`src/rtl/blbs_pkg.sv`:
```
package blbs_pkg;

    // canvas and brush limits
    localparam int MAX_CANVAS = 1024;
    localparam int MAX_BRUSH  = 15;

    // fixed field widths
    localparam int COORD_IN_W  = 11;
    localparam int COORD_W     = 12;
    localparam int ERR_W       = 14;
    localparam int DELTA_W     = 11;
    localparam int CANVAS_W    = 11;
    localparam int BRUSH_W     = 4;
    localparam int MATERIAL_W  = 5;
    localparam int CFG_IDX_W   = 2;
    localparam int CFG_DATA_W  = 11;

    // reset values of the configuration registers
    localparam logic [CANVAS_W-1:0]   CANVAS_WIDTH_RST  = CANVAS_W'(256);
    localparam logic [CANVAS_W-1:0]   CANVAS_HEIGHT_RST = CANVAS_W'(256);
    localparam logic [BRUSH_W-1:0]    BRUSH_WIDTH_RST   = BRUSH_W'(3);
    localparam logic [MATERIAL_W-1:0] MATERIAL_RST      = MATERIAL_W'(0);

    // material code that means erase
    localparam logic [MATERIAL_W-1:0] MATERIAL_ERASE = MATERIAL_W'(0);

    typedef enum logic
    {
        OP_LOAD = 1'b0,
        OP_STEP = 1'b1
    } op_t;

    typedef enum logic [CFG_IDX_W-1:0]
    {
        REG_CANVAS_WIDTH   = 2'd0,
        REG_CANVAS_HEIGHT  = 2'd1,
        REG_BRUSH_WIDTH    = 2'd2,
        REG_BRUSH_MATERIAL = 2'd3
    } cfg_idx_t;

endpackage

```
`src/rtl/bresenham_line_brush_stamper.sv`:
```
// Bresenham line brush stamper. A load transfer (op = 0) latches a segment and
// returns nothing; every step transfer (op = 1) returns one pixel of a square
// brush stamped at each point of the line, brush column outer and row inner,
// with an out-of-bounds flag instead of clipping. The block takes one item per
// cycle: all per-step work (brush offset add, bounds compare, error update) is
// one combinational pass from the segment registers into the output and
// segment registers, so a result appears in the cycle after its step
// transfer and input is taken while that result waits, as long as the output
// register is drained in the same cycle. A step with no segment loaded returns
// a zero pixel marked done. Configuration writes are accepted in every cycle.
module bresenham_line_brush_stamper
    import blbs_pkg::*;
(
    input  logic                         clk,
    input  logic                         rst_n,

    // configuration write channel
    input  logic                         cfg_valid,
    output logic                         cfg_ready,
    input  logic [CFG_IDX_W-1:0]         cfg_index,
    input  logic [CFG_DATA_W-1:0]        cfg_data,

    // input channel
    input  logic                         in_valid,
    output logic                         in_ready,
    input  logic                         op,
    input  logic signed [COORD_IN_W-1:0] start_x,
    input  logic signed [COORD_IN_W-1:0] start_y,
    input  logic signed [COORD_IN_W-1:0] end_x,
    input  logic signed [COORD_IN_W-1:0] end_y,

    // output channel
    output logic                         out_valid,
    input  logic                         out_ready,
    output logic signed [COORD_W-1:0]    pixel_x,
    output logic signed [COORD_W-1:0]    pixel_y,
    output logic                         in_bounds,
    output logic                         erase,
    output logic [MATERIAL_W-1:0]        material,
    output logic                         segment_done
);

    // configuration registers
    logic [CANVAS_W-1:0]   canvas_width_reg;
    logic [CANVAS_W-1:0]   canvas_height_reg;
    logic [BRUSH_W-1:0]    brush_width_reg;
    logic [MATERIAL_W-1:0] brush_material_reg;

    // segment state
    logic signed [COORD_W-1:0] cur_x_reg,     cur_x_next;
    logic signed [COORD_W-1:0] cur_y_reg,     cur_y_next;
    logic signed [COORD_W-1:0] major_end_reg, major_end_next;
    logic signed [ERR_W-1:0]   err_reg,       err_next;
    logic [DELTA_W-1:0]        abs_dx_reg,    abs_dx_next;
    logic [DELTA_W-1:0]        abs_dy_reg,    abs_dy_next;
    logic                      x_major_reg,   x_major_next;
    logic                      minor_down_reg, minor_down_next;
    logic [BRUSH_W-1:0]        brush_col_reg, brush_col_next;
    logic [BRUSH_W-1:0]        brush_row_reg, brush_row_next;
    logic                      active_reg,    active_next;

    // output register
    logic                      out_valid_reg, out_valid_next;
    logic signed [COORD_W-1:0] pixel_x_reg,   pixel_x_next;
    logic signed [COORD_W-1:0] pixel_y_reg,   pixel_y_next;
    logic                      in_bounds_reg, in_bounds_next;
    logic                      erase_reg,     erase_next;
    logic [MATERIAL_W-1:0]     material_reg,  material_next;
    logic                      done_reg,      done_next;

    logic accept;

    // load path signals
    logic signed [COORD_W-1:0] sx, sy, ex, ey, dx, dy, ndx, ndy;
    logic [DELTA_W-1:0]        ld_adx, ld_ady;

    // step path signals
    logic [BRUSH_W-1:0]        brush_eff, brush_m1;
    logic [BRUSH_W-2:0]        brush_half;
    logic [CANVAS_W-1:0]       w_eff, h_eff;
    logic signed [COORD_W-1:0] px, py;
    logic                      px_in, py_in;
    logic                      last_brush, at_end;
    logic signed [ERR_W-1:0]   two_adx, two_ady;

    assign cfg_ready = 1'b1;
    assign in_ready  = !out_valid_reg || out_ready;
    assign accept    = in_valid && in_ready;

    // configuration writes
    always_ff @(posedge clk or negedge rst_n)
    begin
        if (!rst_n)
        begin
            canvas_width_reg   <= CANVAS_WIDTH_RST;
            canvas_height_reg  <= CANVAS_HEIGHT_RST;
            brush_width_reg    <= BRUSH_WIDTH_RST;
            brush_material_reg <= MATERIAL_RST;
        end
        else if (cfg_valid && cfg_ready)
        begin
            unique case (cfg_idx_t'(cfg_index))
                REG_CANVAS_WIDTH:   canvas_width_reg   <= cfg_data[CANVAS_W-1:0];
                REG_CANVAS_HEIGHT:  canvas_height_reg  <= cfg_data[CANVAS_W-1:0];
                REG_BRUSH_WIDTH:    brush_width_reg    <= cfg_data[BRUSH_W-1:0];
                REG_BRUSH_MATERIAL: brush_material_reg <= cfg_data[MATERIAL_W-1:0];
            endcase
        end
    end

    // endpoint deltas for a load
    always_comb
    begin
        sx  = COORD_W'(start_x);
        sy  = COORD_W'(start_y);
        ex  = COORD_W'(end_x);
        ey  = COORD_W'(end_y);
        dx  = ex - sx;
        dy  = ey - sy;
        ndx = -dx;
        ndy = -dy;
        ld_adx = dx[COORD_W-1] ? ndx[DELTA_W-1:0] : dx[DELTA_W-1:0];
        ld_ady = dy[COORD_W-1] ? ndy[DELTA_W-1:0] : dy[DELTA_W-1:0];
    end

    // brush geometry and bounds for the current pixel
    always_comb
    begin
        if (brush_width_reg == '0)
            brush_eff = BRUSH_W'(1);
        else if (brush_width_reg > BRUSH_W'(MAX_BRUSH))
            brush_eff = BRUSH_W'(MAX_BRUSH);
        else
            brush_eff = brush_width_reg;
        brush_m1   = brush_eff - BRUSH_W'(1);
        brush_half = brush_m1[BRUSH_W-1:1];

        w_eff = (canvas_width_reg  > CANVAS_W'(MAX_CANVAS)) ? CANVAS_W'(MAX_CANVAS)
                                                            : canvas_width_reg;
        h_eff = (canvas_height_reg > CANVAS_W'(MAX_CANVAS)) ? CANVAS_W'(MAX_CANVAS)
                                                            : canvas_height_reg;

        px = cur_x_reg + COORD_W'(brush_col_reg) - COORD_W'(brush_half);
        py = cur_y_reg + COORD_W'(brush_row_reg) - COORD_W'(brush_half);
        px_in = !px[COORD_W-1] && ($unsigned(px) < {1'b0, w_eff});
        py_in = !py[COORD_W-1] && ($unsigned(py) < {1'b0, h_eff});

        last_brush = (brush_col_reg >= brush_m1) && (brush_row_reg >= brush_m1);
        at_end     = (x_major_reg ? cur_x_reg : cur_y_reg) >= major_end_reg;

        two_adx = ERR_W'({abs_dx_reg, 1'b0});
        two_ady = ERR_W'({abs_dy_reg, 1'b0});
    end

    // next segment state and result
    always_comb
    begin
        cur_x_next      = cur_x_reg;
        cur_y_next      = cur_y_reg;
        major_end_next  = major_end_reg;
        err_next        = err_reg;
        abs_dx_next     = abs_dx_reg;
        abs_dy_next     = abs_dy_reg;
        x_major_next    = x_major_reg;
        minor_down_next = minor_down_reg;
        brush_col_next  = brush_col_reg;
        brush_row_next  = brush_row_reg;
        active_next     = active_reg;

        out_valid_next = out_valid_reg && !out_ready;
        pixel_x_next   = pixel_x_reg;
        pixel_y_next   = pixel_y_reg;
        in_bounds_next = in_bounds_reg;
        erase_next     = erase_reg;
        material_next  = material_reg;
        done_next      = done_reg;

        if (accept)
        begin
            unique case (op_t'(op))
                OP_LOAD:
                begin
                    out_valid_next  = 1'b0;
                    abs_dx_next     = ld_adx;
                    abs_dy_next     = ld_ady;
                    minor_down_next = !((dx[COORD_W-1] && dy[COORD_W-1]) ||
                                        (dx > 0 && dy > 0));
                    brush_col_next  = '0;
                    brush_row_next  = '0;
                    active_next     = 1'b1;
                    if (ld_ady <= ld_adx)
                    begin
                        x_major_next = 1'b1;
                        err_next     = ERR_W'({ld_ady, 1'b0}) - ERR_W'(ld_adx);
                        if (!dx[COORD_W-1])
                        begin
                            cur_x_next     = sx;
                            cur_y_next     = sy;
                            major_end_next = ex;
                        end
                        else
                        begin
                            cur_x_next     = ex;
                            cur_y_next     = ey;
                            major_end_next = sx;
                        end
                    end
                    else
                    begin
                        x_major_next = 1'b0;
                        err_next     = ERR_W'({ld_adx, 1'b0}) - ERR_W'(ld_ady);
                        if (!dy[COORD_W-1])
                        begin
                            cur_x_next     = sx;
                            cur_y_next     = sy;
                            major_end_next = ey;
                        end
                        else
                        begin
                            cur_x_next     = ex;
                            cur_y_next     = ey;
                            major_end_next = sy;
                        end
                    end
                end

                OP_STEP:
                begin
                    out_valid_next = 1'b1;
                    if (!active_reg)
                    begin
                        // no segment: zero pixel flagged done
                        pixel_x_next   = '0;
                        pixel_y_next   = '0;
                        in_bounds_next = 1'b0;
                        erase_next     = 1'b0;
                        material_next  = '0;
                        done_next      = 1'b1;
                    end
                    else
                    begin
                        pixel_x_next   = px;
                        pixel_y_next   = py;
                        in_bounds_next = px_in && py_in;
                        erase_next     = (brush_material_reg == MATERIAL_ERASE);
                        material_next  = brush_material_reg;
                        done_next      = last_brush && at_end;

                        // walk the brush, then the line
                        if (!last_brush)
                        begin
                            if (brush_row_reg >= brush_m1)
                            begin
                                brush_row_next = '0;
                                brush_col_next = brush_col_reg + BRUSH_W'(1);
                            end
                            else
                            begin
                                brush_row_next = brush_row_reg + BRUSH_W'(1);
                            end
                        end
                        else
                        begin
                            brush_col_next = '0;
                            brush_row_next = '0;
                            if (at_end)
                            begin
                                active_next = 1'b0;
                            end
                            else if (x_major_reg)
                            begin
                                cur_x_next = cur_x_reg + COORD_W'(1);
                                if (err_reg[ERR_W-1])
                                begin
                                    err_next = err_reg + two_ady;
                                end
                                else
                                begin
                                    cur_y_next = minor_down_reg ? cur_y_reg - COORD_W'(1)
                                                                : cur_y_reg + COORD_W'(1);
                                    err_next   = err_reg + two_ady - two_adx;
                                end
                            end
                            else
                            begin
                                cur_y_next = cur_y_reg + COORD_W'(1);
                                if (err_reg <= 0)
                                begin
                                    err_next = err_reg + two_adx;
                                end
                                else
                                begin
                                    cur_x_next = minor_down_reg ? cur_x_reg - COORD_W'(1)
                                                                : cur_x_reg + COORD_W'(1);
                                    err_next   = err_reg + two_adx - two_ady;
                                end
                            end
                        end
                    end
                end
            endcase
        end
    end

    // control and segment registers
    always_ff @(posedge clk or negedge rst_n)
    begin
        if (!rst_n)
        begin
            cur_x_reg      <= '0;
            cur_y_reg      <= '0;
            major_end_reg  <= '0;
            err_reg        <= '0;
            abs_dx_reg     <= '0;
            abs_dy_reg     <= '0;
            x_major_reg    <= 1'b0;
            minor_down_reg <= 1'b0;
            brush_col_reg  <= '0;
            brush_row_reg  <= '0;
            active_reg     <= 1'b0;
            out_valid_reg  <= 1'b0;
        end
        else
        begin
            cur_x_reg      <= cur_x_next;
            cur_y_reg      <= cur_y_next;
            major_end_reg  <= major_end_next;
            err_reg        <= err_next;
            abs_dx_reg     <= abs_dx_next;
            abs_dy_reg     <= abs_dy_next;
            x_major_reg    <= x_major_next;
            minor_down_reg <= minor_down_next;
            brush_col_reg  <= brush_col_next;
            brush_row_reg  <= brush_row_next;
            active_reg     <= active_next;
            out_valid_reg  <= out_valid_next;
        end
    end

    // result payload
    always_ff @(posedge clk)
    begin
        pixel_x_reg   <= pixel_x_next;
        pixel_y_reg   <= pixel_y_next;
        in_bounds_reg <= in_bounds_next;
        erase_reg     <= erase_next;
        material_reg  <= material_next;
        done_reg      <= done_next;
    end

    assign out_valid    = out_valid_reg;
    assign pixel_x      = pixel_x_reg;
    assign pixel_y      = pixel_y_reg;
    assign in_bounds    = in_bounds_reg;
    assign erase        = erase_reg;
    assign material     = material_reg;
    assign segment_done = done_reg;

endmodule

```
`config.mk`:
```
export PLATFORM = sky130hd
export DESIGN_NAME = bresenham_line_brush_stamper
export DESIGN_NICKNAME = d
export VERILOG_FILES = /design/src/rtl/blbs_pkg.sv /design/src/rtl/bresenham_line_brush_stamper.sv
export SDC_FILE = /design/constraint.sdc
export NUM_CORES = 1
export LEC_CHECK = 0
export ABC_AREA = 1
export BUFFER_PORTS_ARGS = -buffer_cell sky130_fd_sc_hd__buf_4
export CAP_MARGIN = 20
export CORE_MARGIN = 10
export CORE_UTILIZATION = 43
export DETAILED_ROUTE_END_ITERATION = 10
export PLACE_DENSITY_LB_ADDON = 0.08
export SYNTH_ARGS = -nofsm -noshare
export SYNTH_HDL_FRONTEND = slang
export SYNTH_SLANG_ARGS = --single-unit
```
`constraint.sdc`:
```
create_clock -name clk -period 7.8 [get_ports clk]
set_input_delay 0.78 -clock clk [delete_from_list [all_inputs] [get_ports clk]]
set_output_delay 0.78 -clock clk [all_outputs]
set_load 0.05 [all_outputs]
```
==> run summary, run 1 <==
The run finished with clean final reports. The tree built by TritonCTS fans out to 146 sinks. The normalized max-slew margin came out at 0.3683.

The fraction of registers with async set/reset was 0.7808; the total power divided by cell area was 519.5 nW/µm². STA classifies the critical path startpoint as a primary input. The tools report the synthesized net count as 2573. Clock-pin slew was measured on the worst setup and hold paths at 0.08 ns.

The post-detailed-routing wire length is 50300 µm. The residual DRC count was 0; the setup TNS was 0 ns. For this design the top-level I/O count stands at 98. The count of hold-fix buffers inserted at cts came out at 0. In this run, the number of DRC markers left after iteration 0 of detailed routing was 1349. The most numerous cell type found on the critical path is sky130_fd_sc_hd__nand2_1. Measured along the x axis, the die boundary spans 212.2 µm. The slowest stage of the critical path is the sky130_fd_sc_hd__nand2_2 cell. The final weighted congestion in routability-driven placement was 0.9237; the proportion of layout cells with a drive suffix above 1 was 0.08884. TritonCTS built the clock tree.

The initial antenna violation count is 0, and the number of detailed-route iterations in the first pass is 6. In the routed layout, each cell is associated on average with a via count of 5.436. The most common flop cell mapped by yosys is sky130_fd_sc_hd__dfrtp_1.

The count of standard-cell rows was 70; the vertical die dimension was 212.2 µm. OpenSTA, run right after detailed placement, puts the worst setup slack at 1.554 ns. Counting every instance in the synthesized netlist gives 2303. The combined area of the multi-input logic cells is 10490 µm², and the synthesized area per cell is 6.896 µm². The post-route worst setup slack was 1.967 ns; the flip-flop count of the largest register, all copies and words added was 14. The tool flagged a number of max-cap violations equal to 0. The sequential-to-total area share from yosys stat was 0.2404; the largest net degree at the start of global routing was 69.

The H-tree generated during clock tree synthesis spans 4 levels. The dominant delay contributor by cell family on the critical path was simple AND/OR/NAND/NOR gates. For the area of the mapped netlist, the log shows 15880 µm². Total overflow reported by the global router: 0. In this run, distinct cell masters in the synthesized netlist total 65. The worst setup path is captured at a flop. Buffer levels on the longest clock path: 2.

Setup repair after global routing left no endpoint under its margin. Dividing the detail-routed wire length by the instance count gives 17.69 µm. The detailed router placed 15460 vias in this run. Timing would allow up to 0.1714 GHz. After layout, the minimum clock period comes to 5.833 ns.

Count of synthesis-stage warnings from yosys: 0. The number of setup violations in the final report was 0. The layout has 3772 filler cells. The cell sitting at the root of the clock tree is a sky130_fd_sc_hd__clkbuf_16. The logs give 0.45 ns for the source-to-sink clock delay at the later pin of the worst-skew pair and 45020 µm² for the die area. Input and output buffers added on the ports amount to 96. Traced cell by cell, the critical path runs through buf_4 -> inv_1 -> ha_1 -> nand3_1 -> nand2_1 -> nand2_1 -> nand2_1 -> nand2_2 -> nand2_2 -> nand2_1 -> nand2_2 -> inv_2 -> a21oi_1 -> xor2_1 -> ha_1 -> a21oi_1 -> o21ai_0 -> nand2_1 -> o2111ai_1 -> nand2_1 -> buf_4 -> o21ai_0 -> o21ai_0 -> o22ai_1.

Number of global-route vias before repair: 14450. The maximum vdd drop is 0.0001812 V. The worst flop-to-flop path startpoint is brush_width_reg[1].

The total global-route track usage is 0.2239. The tools report the arrival time reported for the critical path endpoint as 6.14 ns. TritonCTS created 17 clock buffers. The number of diodes is 0. The slew at the pin closest to its max-slew limit works out to 0.9476 ns. The number of buffers and inverters on the critical path came out at 4.

The delay of the slowest critical-path stage is 0.60 ns, and the global-route wire length before repair is 79830 µm. In this run, synthesis inferred 32 flip-flops with an integrated enable. For the final database, setup skew stands at 0.01726 ns.

The number of setup buffers added after CTS is 0. The launching instance or port of the critical path is start_x[2]. Starting density of the core: 0.4348. The path class of the tightest hold or removal check is primary input to async pin. The number of hold violations in the final report came out at 0. The logs give 3819 µm² for the sequential cell area and 0 for the number of gates resized after cts. The detailed-placement wirelength estimate is 40560 µm. In this run, synthesis produced a sequential element count of 146.

Leakage power summed over all cells: 9.025 nW. In the final design database the tool counted 2632 nets. Compared with the post-synthesis result, the final layout area differs by 10.60%.

The required time at the worst-slack endpoint came out at 8.11 ns. The type of the worst setup path was primary input to flop. The part of the cycle the worst path needs was 0.7478; the worst hold slack was 0.3556 ns. In this run the remaining antenna-violating nets after routing total 0. The total core area is 36520 µm². Final count of pins violating max slew: 0. Along the worst path, the maximum fanout reaches 44.
[synth_stat cells, drive strengths merged (7+ instances only)]
library cell | number | area, µm²
nor2 | 159 | 643.1
nand3 | 131 | 660.6
a31oi | 10 | 62.56
or2 | 11 | 68.82
xnor2 | 16 | 140.1
edfxtp | 32 | 960.9
ha | 195 | 2440
xor2 | 66 | 578.1
inv | 332 | 1246
dfrtp | 110 | 2753
o211ai | 48 | 410.4
a31o | 13 | 113.9
a21oi | 153 | 814.5
nor4 | 7 | 43.79
clkbuf | 33 | 123.9
fa | 12 | 240.2
nand2 | 595 | 2267
nand4 | 32 | 200.2
buf | 32 | 211.5
a21o | 12 | 90.09
o21ai | 210 | 1066
nor3 | 24 | 125.1
o22ai | 9 | 56.30
o21bai | 13 | 97.59
[layout make-up]
type,count,area share
Sequential cell,146,0.2174
Inverter,332,0.07095
Timing Repair Buffer,105,0.04715
Clock buffer,17,0.02422
Clock inverter,15,0.009687
Tap cell,468,0.03334
Multi-Input combinational cell,1760,0.5973
[placed cells by master (no fill, tap or decap), types with 4 or more instances in the layout]
cell type                   count
sky130_fd_sc_hd__nor4_1         7
sky130_fd_sc_hd__a21o_1        12
sky130_fd_sc_hd__nand4_1       32
sky130_fd_sc_hd__o21bai_1      13
sky130_fd_sc_hd__o211ai_1      38
sky130_fd_sc_hd__a31o_1        11
sky130_fd_sc_hd__nand2_1      587
sky130_fd_sc_hd__xor2_1        66
sky130_fd_sc_hd__inv_6          5
sky130_fd_sc_hd__ha_1         195
sky130_fd_sc_hd__nor3_1        23
sky130_fd_sc_hd__nand2_2        7
sky130_fd_sc_hd__or2_2         10
sky130_fd_sc_hd__a21oi_1      144
sky130_fd_sc_hd__nor2_2         4
sky130_fd_sc_hd__buf_4        103
sky130_fd_sc_hd__a41oi_1        6
sky130_fd_sc_hd__fa_1          12
sky130_fd_sc_hd__nor2_4         4
sky130_fd_sc_hd__o21ai_1       29
sky130_fd_sc_hd__a211oi_1       4
sky130_fd_sc_hd__dfstp_2        4
sky130_fd_sc_hd__edfxtp_1      32
sky130_fd_sc_hd__o22ai_1        9
sky130_fd_sc_hd__a21oi_2        7
sky130_fd_sc_hd__o21a_1         4
sky130_fd_sc_hd__inv_2         14
sky130_fd_sc_hd__o21ai_2        4
sky130_fd_sc_hd__o21ai_0      177
sky130_fd_sc_hd__clkbuf_16     17
sky130_fd_sc_hd__inv_1        318
sky130_fd_sc_hd__dfrtp_1      110
sky130_fd_sc_hd__nor2_1       150
sky130_fd_sc_hd__nand3_1      130
sky130_fd_sc_hd__o211ai_2      10
sky130_fd_sc_hd__xnor2_1       16
sky130_fd_sc_hd__a31oi_1       10
[worst paths after layout]
path | slack (ns) | cells after the start | end
max | 1.97 | 24 | major_end_reg[1]
min | 0.36 | 1 | brush_material_reg[0]
max reg2reg | 3.21 | 20 | in_bounds
min reg2reg | 0.50 | 2 | brush_width_reg[3]
max in group asynchronous | 6.03 | 2 | cur_y_reg[10]
min in group clk | 0.50 | 2 | brush_width_reg[3]
[report_power, final]
group          internal, mW  switching (mW)
registers              1.14           0.317
logic                  2.50            4.31
clock network         0.481           0.382
[cells by family after synthesis]
group / count (synthesis) / synth area share
compound gates: 502 / 0.1891
xor+xnor: 82 / 0.04522
fa+ha+maj: 207 / 0.1688
buf+inv: 397 / 0.09958
flops: 146 / 0.2404
mux: 1 / 0.0006303
other cells: 1 / 0.0002361
simple gates: 967 / 0.2560
[routing by layer]
| metal | routed length [µm] | up-vias | global-route usage |
|---|---|---|---|
| met4 | 583 | 0 | 0.04488 |
| met2 | 21650 | 438 | 0.3402 |
| met3 | 3067 | 34 | 0.03475 |
| met1 | 25000 | 7206 | 0.3265 |
| li1 | - | 7777 | - |
| met5 | 0 | - | 0 |
[per-stage QoR]
stage / area (µm²) / std cells / utilization / power, mW
2_1_floorplan: 15880 / 2303 / - / 6.489
3_3_place_gp: 16920 / 2809 / 0.4631 / 8.081
3_5_place_dp: 16920 / 2809 / 0.4631 / 8.162
4_1_cts: 17510 / 2841 / 0.4794 / 9.084
5_1_grt: 17570 / 2843 / 0.4810 / 10.16
6_report: 17570 / 2843 / 0.4810 / 9.125
[worst register-to-register path, delay by kind of cell (launching register included)]
family | cells | cell delay (ns)
XOR/XNOR | 2 | 0.69
AND/OR/NAND/NOR | 6 | 0.56
flip-flops | 1 | 0.58
adder cells (fa/ha/maj) | 3 | 1.07
AO/OA/AOI/OAI | 6 | 1.22
buffers and inverters | 3 | 0.23
Note: power is estimated with default switching activity, not from simulation.
==> run 2: changes to the inputs <==
--- a/config.mk
+++ b/config.mk
@@ -5,7 +5,7 @@
 export SDC_FILE = /design/constraint.sdc
 export NUM_CORES = 1
 export LEC_CHECK = 0
-export ABC_AREA = 1
+export ABC_AREA = 0
 export BUFFER_PORTS_ARGS = -buffer_cell sky130_fd_sc_hd__buf_4
 export CAP_MARGIN = 20
 export CORE_MARGIN = 10
==> constraint.sdc (replaced) <==
create_clock -name clk -period 5.25 [get_ports clk]
set_input_delay 0.525 -clock clk [delete_from_list [all_inputs] [get_ports clk]]
set_output_delay 0.525 -clock clk [all_outputs]
set_load 0.05 [all_outputs]
==> run 2 against run 1 <==
Count of clock-buffer cells in the layout grew 4; global-route usage shrank 0.93 points; critical path type is now flop to flop; die area decreased by 5.0%; sequential share of layout area increased by 0.69 points; final cell count decreased by 18%; first-iteration DRC count is 37% lower.
==> run summary, run 2 <==
The type of the tightest min-delay check is primary input to async pin. Before antenna repair, the detailed router went through 5 iterations. Synthesis produced a netlist with a net count of 2027.

The endpoint identified for the worst register-to-register timing path is in_bounds. The count of hold-fix buffers inserted at cts is 0, and the count of clock tree sinks is 146. Maximum fanout along the worst path: 5. The worst setup path is captured at a flop.

The logs give 0.3333 for the global routing usage on met2 and 0 for the count of synthesis-stage warnings from yosys. The number of I/O port buffers works out to 96. In this run the remaining antenna-violating nets after routing total 0. Data arrives at the worst endpoint at 5.14 ns.

The total core area was 34460 µm². Across all register-to-register paths, the minimum setup slack is 0.37 ns. Once layout is done, the placed cells without fillers occupy 17020 µm².

Startpoint type of the worst setup path: a flop. Across all layers, the routed design uses 13150 vias. 98 I/O pins were placed.

Cell repeated most along the worst path: sky130_fd_sc_hd__a21oi_1. The flow ran to the end, and the final reports show no timing, DRC or antenna violations. The floorplan step set the die width to 206.8 µm. The fraction of met3 tracks used by global routing came out at 0.04057.

The biggest area consumer among synthesized cells was sky130_fd_sc_hd__dfrtp_1. On the final layout, the worst clock skew is 0.01581 ns. By area the synthesized netlist is led by sky130_fd_sc_hd__dfrtp_1 (18%), sky130_fd_sc_hd__ha_1 (16%), sky130_fd_sc_hd__edfxtp_1 (6.4%), sky130_fd_sc_hd__nand2_1 (4.0%), sky130_fd_sc_hd__xnor2_1 (3.9%). The count of cells in the finished layout, fillers not included, comes to 2333. The logs give 0.2145 for the total global-route track usage and 0 for the number of diodes. Max-cap violations in this run came to 0. The fraction of registers with async set/reset works out to 0.7808.

The part of the cycle the worst path needs was 0.9296; the number of setup violations in the final report was 0. The logic depth of the worst register-to-register path works out to 19. The tools report the CTS root buffer as sky130_fd_sc_hd__clkbuf_16.

At the end of the flow, the number of nets in the layout was 2135. The worst flop-to-flop path startpoint is brush_width_reg[1]. The first global-routing pass estimated 71700 µm of wire.

TritonCTS created 17 clock buffers. By startpoint and endpoint, the worst setup path is classified as flop to flop. The buffer levels on the longest clock path is 2, and the vias per cell is 5.638. The run gives 12910 as the number of global-route vias before repair. The global routing's busiest layer is met2. The tools report the count of different cell masters after synthesis as 101. Average wire per standard cell: 19.61 µm.

The run gives 0 as the number of hold violations in the final report. The run gives 68 as the count of standard-cell rows. The most common flop cell mapped by yosys was sky130_fd_sc_hd__dfrtp_1.

Slew at the pin closest to its max-slew limit: 1.050 ns. The area fraction of the dominant cell type after synthesis was 0.1834. The synthesized design contains 146 register bits. Based on the critical path, the design can be clocked at up to 0.2049 GHz. The filler cells instantiated in the layout total 3302. The die area is 42770 µm². The vertical die dimension was 206.8 µm; the delay of the slowest critical-path stage was 0.61 ns. The synthesized design contains 32 enable-type register cells.

The number of placed instances, taps included, is 2300. The tools report the final weighted congestion in routability-driven placement as 0.9413. The library cells used most frequently in the layout, excluding fill and tap cells, are sky130_fd_sc_hd__ha_1 (195), sky130_fd_sc_hd__nand2_1 (161), sky130_fd_sc_hd__inv_1 (147). The cell count after synthesis came out at 1757. The sequential-to-total area share from yosys stat came out at 0.2545. In the synthesized netlist, the cells that appear most often are sky130_fd_sc_hd__ha_1 (195), sky130_fd_sc_hd__nand2_1 (161), sky130_fd_sc_hd__inv_1 (147). The logs give 1 for the initial antenna violation count and 0.4940 for the share of the core filled with cells.

On the critical path, the stage with the largest delay is an instance of sky130_fd_sc_hd__dfstp_2. The later pin in the worst-skew pair is clocked with a latency of 0.44 ns. The area added between synthesis and finish works out to 13.45%. The flip-flop count of the largest register, all copies and words added was 14. The number of design-rule violations left by the first detailed-router iteration came out at 854. The library cell used most frequently in the layout, excluding fill and tap cells, is sky130_fd_sc_hd__ha_1. The detailed-placement wirelength estimate is 36580 µm. The required time at the worst-slack endpoint is 5.51 ns.

TritonCTS built the clock tree. Hold timing on the final database bottoms out at a slack of 0.1024 ns. The proportion of layout cells with a drive suffix above 1 was 0.1454. After detailed routing, the number of remaining DRC violations is 0. The run gives 16440 µm² as the placed instance area. In this run the number of H-tree levels came out at 4. Yosys instantiated no cell more often than sky130_fd_sc_hd__ha_1. For the starting density of the core, the log shows 0.4355.

The normalized max-slew margin is 0.2954, and the global routing met1 resource utilization is 0.2957. The worst path needs 4.880 ns of the cycle, external delays included. The clock transition at the registers of the reported paths came out at 0.07 ns.

The critical path goes through nor3_2 -> nor3_2 -> xnor2_1 -> fa_1 -> fa_1 -> a21o_1 -> a21oi_1 -> o21bai_1 -> a21o_1 -> a21oi_1 -> o21bai_1 -> a221oi_1 -> xor2_1 -> buf_4 -> ha_1 -> o2111ai_1 -> a21oi_1 -> nand4b_1 -> nor4_1. The total overflow reported by the global router is 0. In this run the mean area of a mapped cell was 8.540 µm². The run gives 58 as the largest net degree at the start of global routing. The mapped netlist covers 15010 µm².

The run gives 0 as the final count of pins violating max slew. Post-detailed-routing wire length: 45750 µm.
## run 2: worst max path at each step
| stage | cells after the start | slack [ns] | end | from |
|---|---|---|---|---|
| finish | 19 | 0.37 | in_bounds | brush_width_reg[1] |
| global route | 19 | -0.02 | in_bounds | brush_width_reg[1] |
| CTS | 18 | 0.20 | in_bounds | brush_width_reg[1] |
| detailed placement | 23 | -0.05 | err_reg[13] | end_y[0] |
| global placement | 23 | 0.11 | cur_x_reg[0] | end_y[0] |
| floorplan | 21 | 0.24 | cur_x_reg[8] | end_x[0] |
## run 2: final cells by class
type | count | area (µm²) | share of cell area
Multi-Input combinational cell | 1403 | 10380 | 0.6098
Timing Repair Buffer | 148 | 1136 | 0.06674
Clock inverter | 11 | 87.58 | 0.005145
Inverter | 149 | 559.3 | 0.03285
Clock buffer | 21 | 471.7 | 0.02771
Tap cell | 455 | 569.3 | 0.03344
Sequential cell | 146 | 3819 | 0.2243
## run 2: logic make-up after synthesis
logic type / Yosys count / synth area share
other: 1 / 0.0002499
adder cells (fa/ha/maj): 209 / 0.1799
AND/OR/NAND/NOR: 514 / 0.1690
multiplexers: 79 / 0.05728
XOR/XNOR: 108 / 0.06304
buffers and inverters: 208 / 0.05653
flip-flops: 146 / 0.2545
AO/OA/AOI/OAI: 492 / 0.2195
## run 2: timing repair
item,CTS,global route
setup buffers,0,1
resized for setup,0,4
setup endpoints to repair,0,3
## run 2: routing by layer
metal,part of all wire,vias up
met5,0.00046,-
met4,0.026,4
met3,0.049,52
met2,0.44,300
met1,0.48,6256
li1,-,6542
## run 2: critical path, delay by kind of cell (launching register included)
| family | cells | cell delay, ns |
|---|---|---|
| buffers and inverters | 1 | 0.16 |
| AOI/OAI and AO/OA | 9 | 1.61 |
| and+or+nand+nor | 4 | 0.69 |
| DFF | 1 | 0.61 |
| adders and majority gates | 3 | 1.32 |
| xor gates and xnor gates | 2 | 0.31 |
## run 2: per-stage QoR
step / setup slack, ns / TNS, ns
2_1_floorplan: 0.2393 / 0
3_3_place_gp: 0.1113 / 0
3_5_place_dp: -0.05103 / -0.1408
4_1_cts: 0.2042 / 0
5_1_grt: -0.01860 / -0.01860
6_report: 0.3697 / 0
Power of run 2 is left out: the tool's default activity adds up to more than one toggle a clock period on the data nets, which glitch-free logic cannot reach.
==> run 3: changes to the inputs <==
--- a/config.mk
+++ b/config.mk
@@ -5,13 +5,15 @@
 export SDC_FILE = /design/constraint.sdc
 export NUM_CORES = 1
 export LEC_CHECK = 0
-export ABC_AREA = 0
+export ABC_AREA = 1
 export BUFFER_PORTS_ARGS = -buffer_cell sky130_fd_sc_hd__buf_4
 export CAP_MARGIN = 20
+export CORE_ASPECT_RATIO = 1.4
 export CORE_MARGIN = 10
 export CORE_UTILIZATION = 43
 export DETAILED_ROUTE_END_ITERATION = 10
 export PLACE_DENSITY_LB_ADDON = 0.08
+export REMOVE_ABC_BUFFERS = 1
 export SYNTH_ARGS = -nofsm -noshare
 export SYNTH_HDL_FRONTEND = slang
 export SYNTH_SLANG_ARGS = --single-unit
==> run 3 against run 2 <==
Non-clock buffer count fell by 19; final area increased by 4.3%; die area is 5.5% higher.
==> run summary, run 3 (synthesis results as in run 1) <==
The proportion of layout cells with a drive suffix above 1 came out at 0.09837. The worst register-to-register path ends at in_bounds. The sum of internal, switching and leakage power was 14.02 mW; the post-CTS setup-driven buffer insertion count was 0. The run gives 15580 as the number of global-route vias before repair.

For the initial antenna violation count, the log shows 0. The wire-length estimate of the detail-placed layout is 46120 µm. The count of clock tree sinks was 146. STA classifies the critical path endpoint as a flop.

After the first detailed-routing iteration, the DRC count stood at 995. Highest-delay cell along the critical path: sky130_fd_sc_hd__dfstp_2. Maximum fanout along the worst path: 4. The number of setup violations in the final report was 0. In this run the critical register-to-register path is launched from brush_width_reg[1]. The normalized max-slew margin was 0.3163. For this design the top-level I/O count stands at 98. The tools report the CTS root buffer as sky130_fd_sc_hd__clkbuf_16.

The longest clock path from root to sink contains 2 buffers. The run finished with clean final reports. The count of hold-fix buffers inserted at cts is 0.

The library cell used most frequently in the layout, excluding fill and tap cells, is sky130_fd_sc_hd__nand2_1. The first detailed-routing pass ran for 5 iterations. The pre-CTS worst setup slack came out at 0.4081 ns. The signal on the critical path passes through nor2_4 -> a21oi_1 -> nand2_1 -> xor2_1 -> buf_4 -> fa_1 -> fa_1 -> nand3_1 -> nand2_1 -> a21oi_1 -> o21bai_1 -> nand2_1 -> nand2_1 -> a21oi_1 -> o21bai_1 -> nand2_1 -> nand2_1 -> xor2_1 -> inv_1 -> ha_1 -> nor3_1 -> nand4_1 -> nor2_1.

In the final design database the tool counted 2656 nets. The number of cells on the worst reg-to-reg path is 23. Data on the critical path arrives at its endpoint at 4.98 ns.

Type of the worst setup path: flop to flop. The cell repeated most along the worst path is sky130_fd_sc_hd__nand2_1. TritonCTS built the clock tree. The shortest period the worst path allows was 4.649 ns.

The residual DRC count was 0; the antenna violation net count after detailed routing was 0. The run gives 0.0004924 V as the maximum vdd drop. The final count of pins violating max slew came out at 0. The logs give 0.01936 ns for the worst clock skew and 86750 µm for the global-route wire length before repair. Entering global routing, the biggest net connects 45 pins.

The count of standard-cell rows was 83; the flip-flop count of the largest register, all copies and words added was 14. The floorplan step set the die width to 182.4 µm. The clock transition at the registers of the reported paths works out to 0.07 ns. The run gives 0 as the number of diodes. Type of the tightest min-delay check: primary input to async pin.

The top cell types in the final layout, fill and taps aside, are sky130_fd_sc_hd__nand2_1 (587), sky130_fd_sc_hd__inv_1 (318), sky130_fd_sc_hd__ha_1 (195). The total power divided by cell area came out at 789.6 nW/µm². Wires add up to 55810 µm.

Timing would allow up to 0.2151 GHz. Max-cap violations in this run came to 0. Routability-driven placement finished with a final weighted congestion of 0.9703.

Clock tree synthesis inserted a total of 17 buffers. The tools report the setup TNS as 0 ns. The total global-route track usage was 0.2460; the slew at the pin closest to its max-slew limit was 1.024 ns. The core region is 36560 µm². The worst setup path is launched from a flop. The number of hold violations in the final report was 0; the vertical die dimension was 247.4 µm. The worst hold slack was 0.06043 ns. Data on the critical path is required at its endpoint by 5.58 ns.

Setup repair after global routing left no endpoint under its margin. Buffers placed on the I/O ports in this run total 96. Summed over all layers, the global routing overflow is 0. Setup slack on the worst reg-to-reg path comes out at 0.60 ns. Average wire per standard cell: 19.47 µm. The starting density of the core is 0.4345, and the detailed-route via count is 15560.

The deepest level of the CTS H-tree is 4, and the number of gates resized after cts is 0. Compared with the post-synthesis result, the final layout area differs by 11.82%. The vias per cell was 5.430; the source-to-sink clock delay at the later pin of the worst-skew pair was 0.47 ns.

The part of the cycle the worst path needs is 0.8854, and the delay of the slowest critical-path stage is 0.57 ns. After layout, the worst setup slack is 0.6015 ns. The die covers 45130 µm². The tools report the leakage power summed over all cells as 9.150 nW.
-- run 3: worst max path at each step --
stage / endpoint / from / slack (ns) / cells after the start
finish: in_bounds / brush_width_reg[1] / 0.60 / 23
global route: in_bounds / brush_width_reg[1] / 0.27 / 23
global placement: cur_x_reg[11] / end_y[0] / 0.39 / 24
floorplan: cur_y_reg[2] / start_y[4] / -0.49 / 27
detailed placement: cur_x_reg[11] / end_y[0] / 0.41 / 24
CTS: in_bounds / brush_width_reg[1] / 0.52 / 23
-- run 3: critical path, delay by kind of cell, from the launching register on --
kind,cells,cell delay (ns)
compound gates,5,1.13
simple gates,11,1.04
buf+inv,2,0.25
flops,1,0.57
xor+xnor,2,0.32
fa+ha+maj,3,1.18
-- run 3: per-stage QoR --
step / std cells / instance area [µm²] / util
after floorplan: 2238 / 15550 / -
after global placement: 2834 / 17140 / 0.4689
after detailed placement: 2834 / 17140 / 0.4689
after CTS: 2866 / 17760 / 0.4858
after global routing: 2866 / 17760 / 0.4858
final: 2866 / 17760 / 0.4858
-- run 3: power breakdown --
part | switching (mW) | total (mW) | internal (mW)
Combinational | 6.73 | 10.6 | 3.83
Clock | 0.611 | 1.34 | 0.725
Sequential | 0.435 | 2.12 | 1.69
-- run 3: layout make-up --
| class | count | area [µm²] |
|---|---|---|
| Tap cell | 467 | 584.3 |
| Clock buffer | 17 | 425.4 |
| Clock inverter | 15 | 193.9 |
| Timing Repair Buffer | 129 | 993.5 |
| Multi-Input combinational cell | 1760 | 10500 |
| Sequential cell | 146 | 3819 |
| Fill cell | 3807 | 18800 |
| Inverter | 332 | 1246 |
-- run 3: per-layer routing --
| layer | vias to the layer above | global-route usage | share of wire |
|---|---|---|---|
| met3 | 134 | 0.02448 | 0.026 |
| li1 | 7816 | - | - |
| met2 | 334 | 0.4702 | 0.54 |
| met4 | 0 | 0.1635 | 0.068 |
| met1 | 7278 | 0.2474 | 0.37 |
| met5 | - | 0 | 0 |
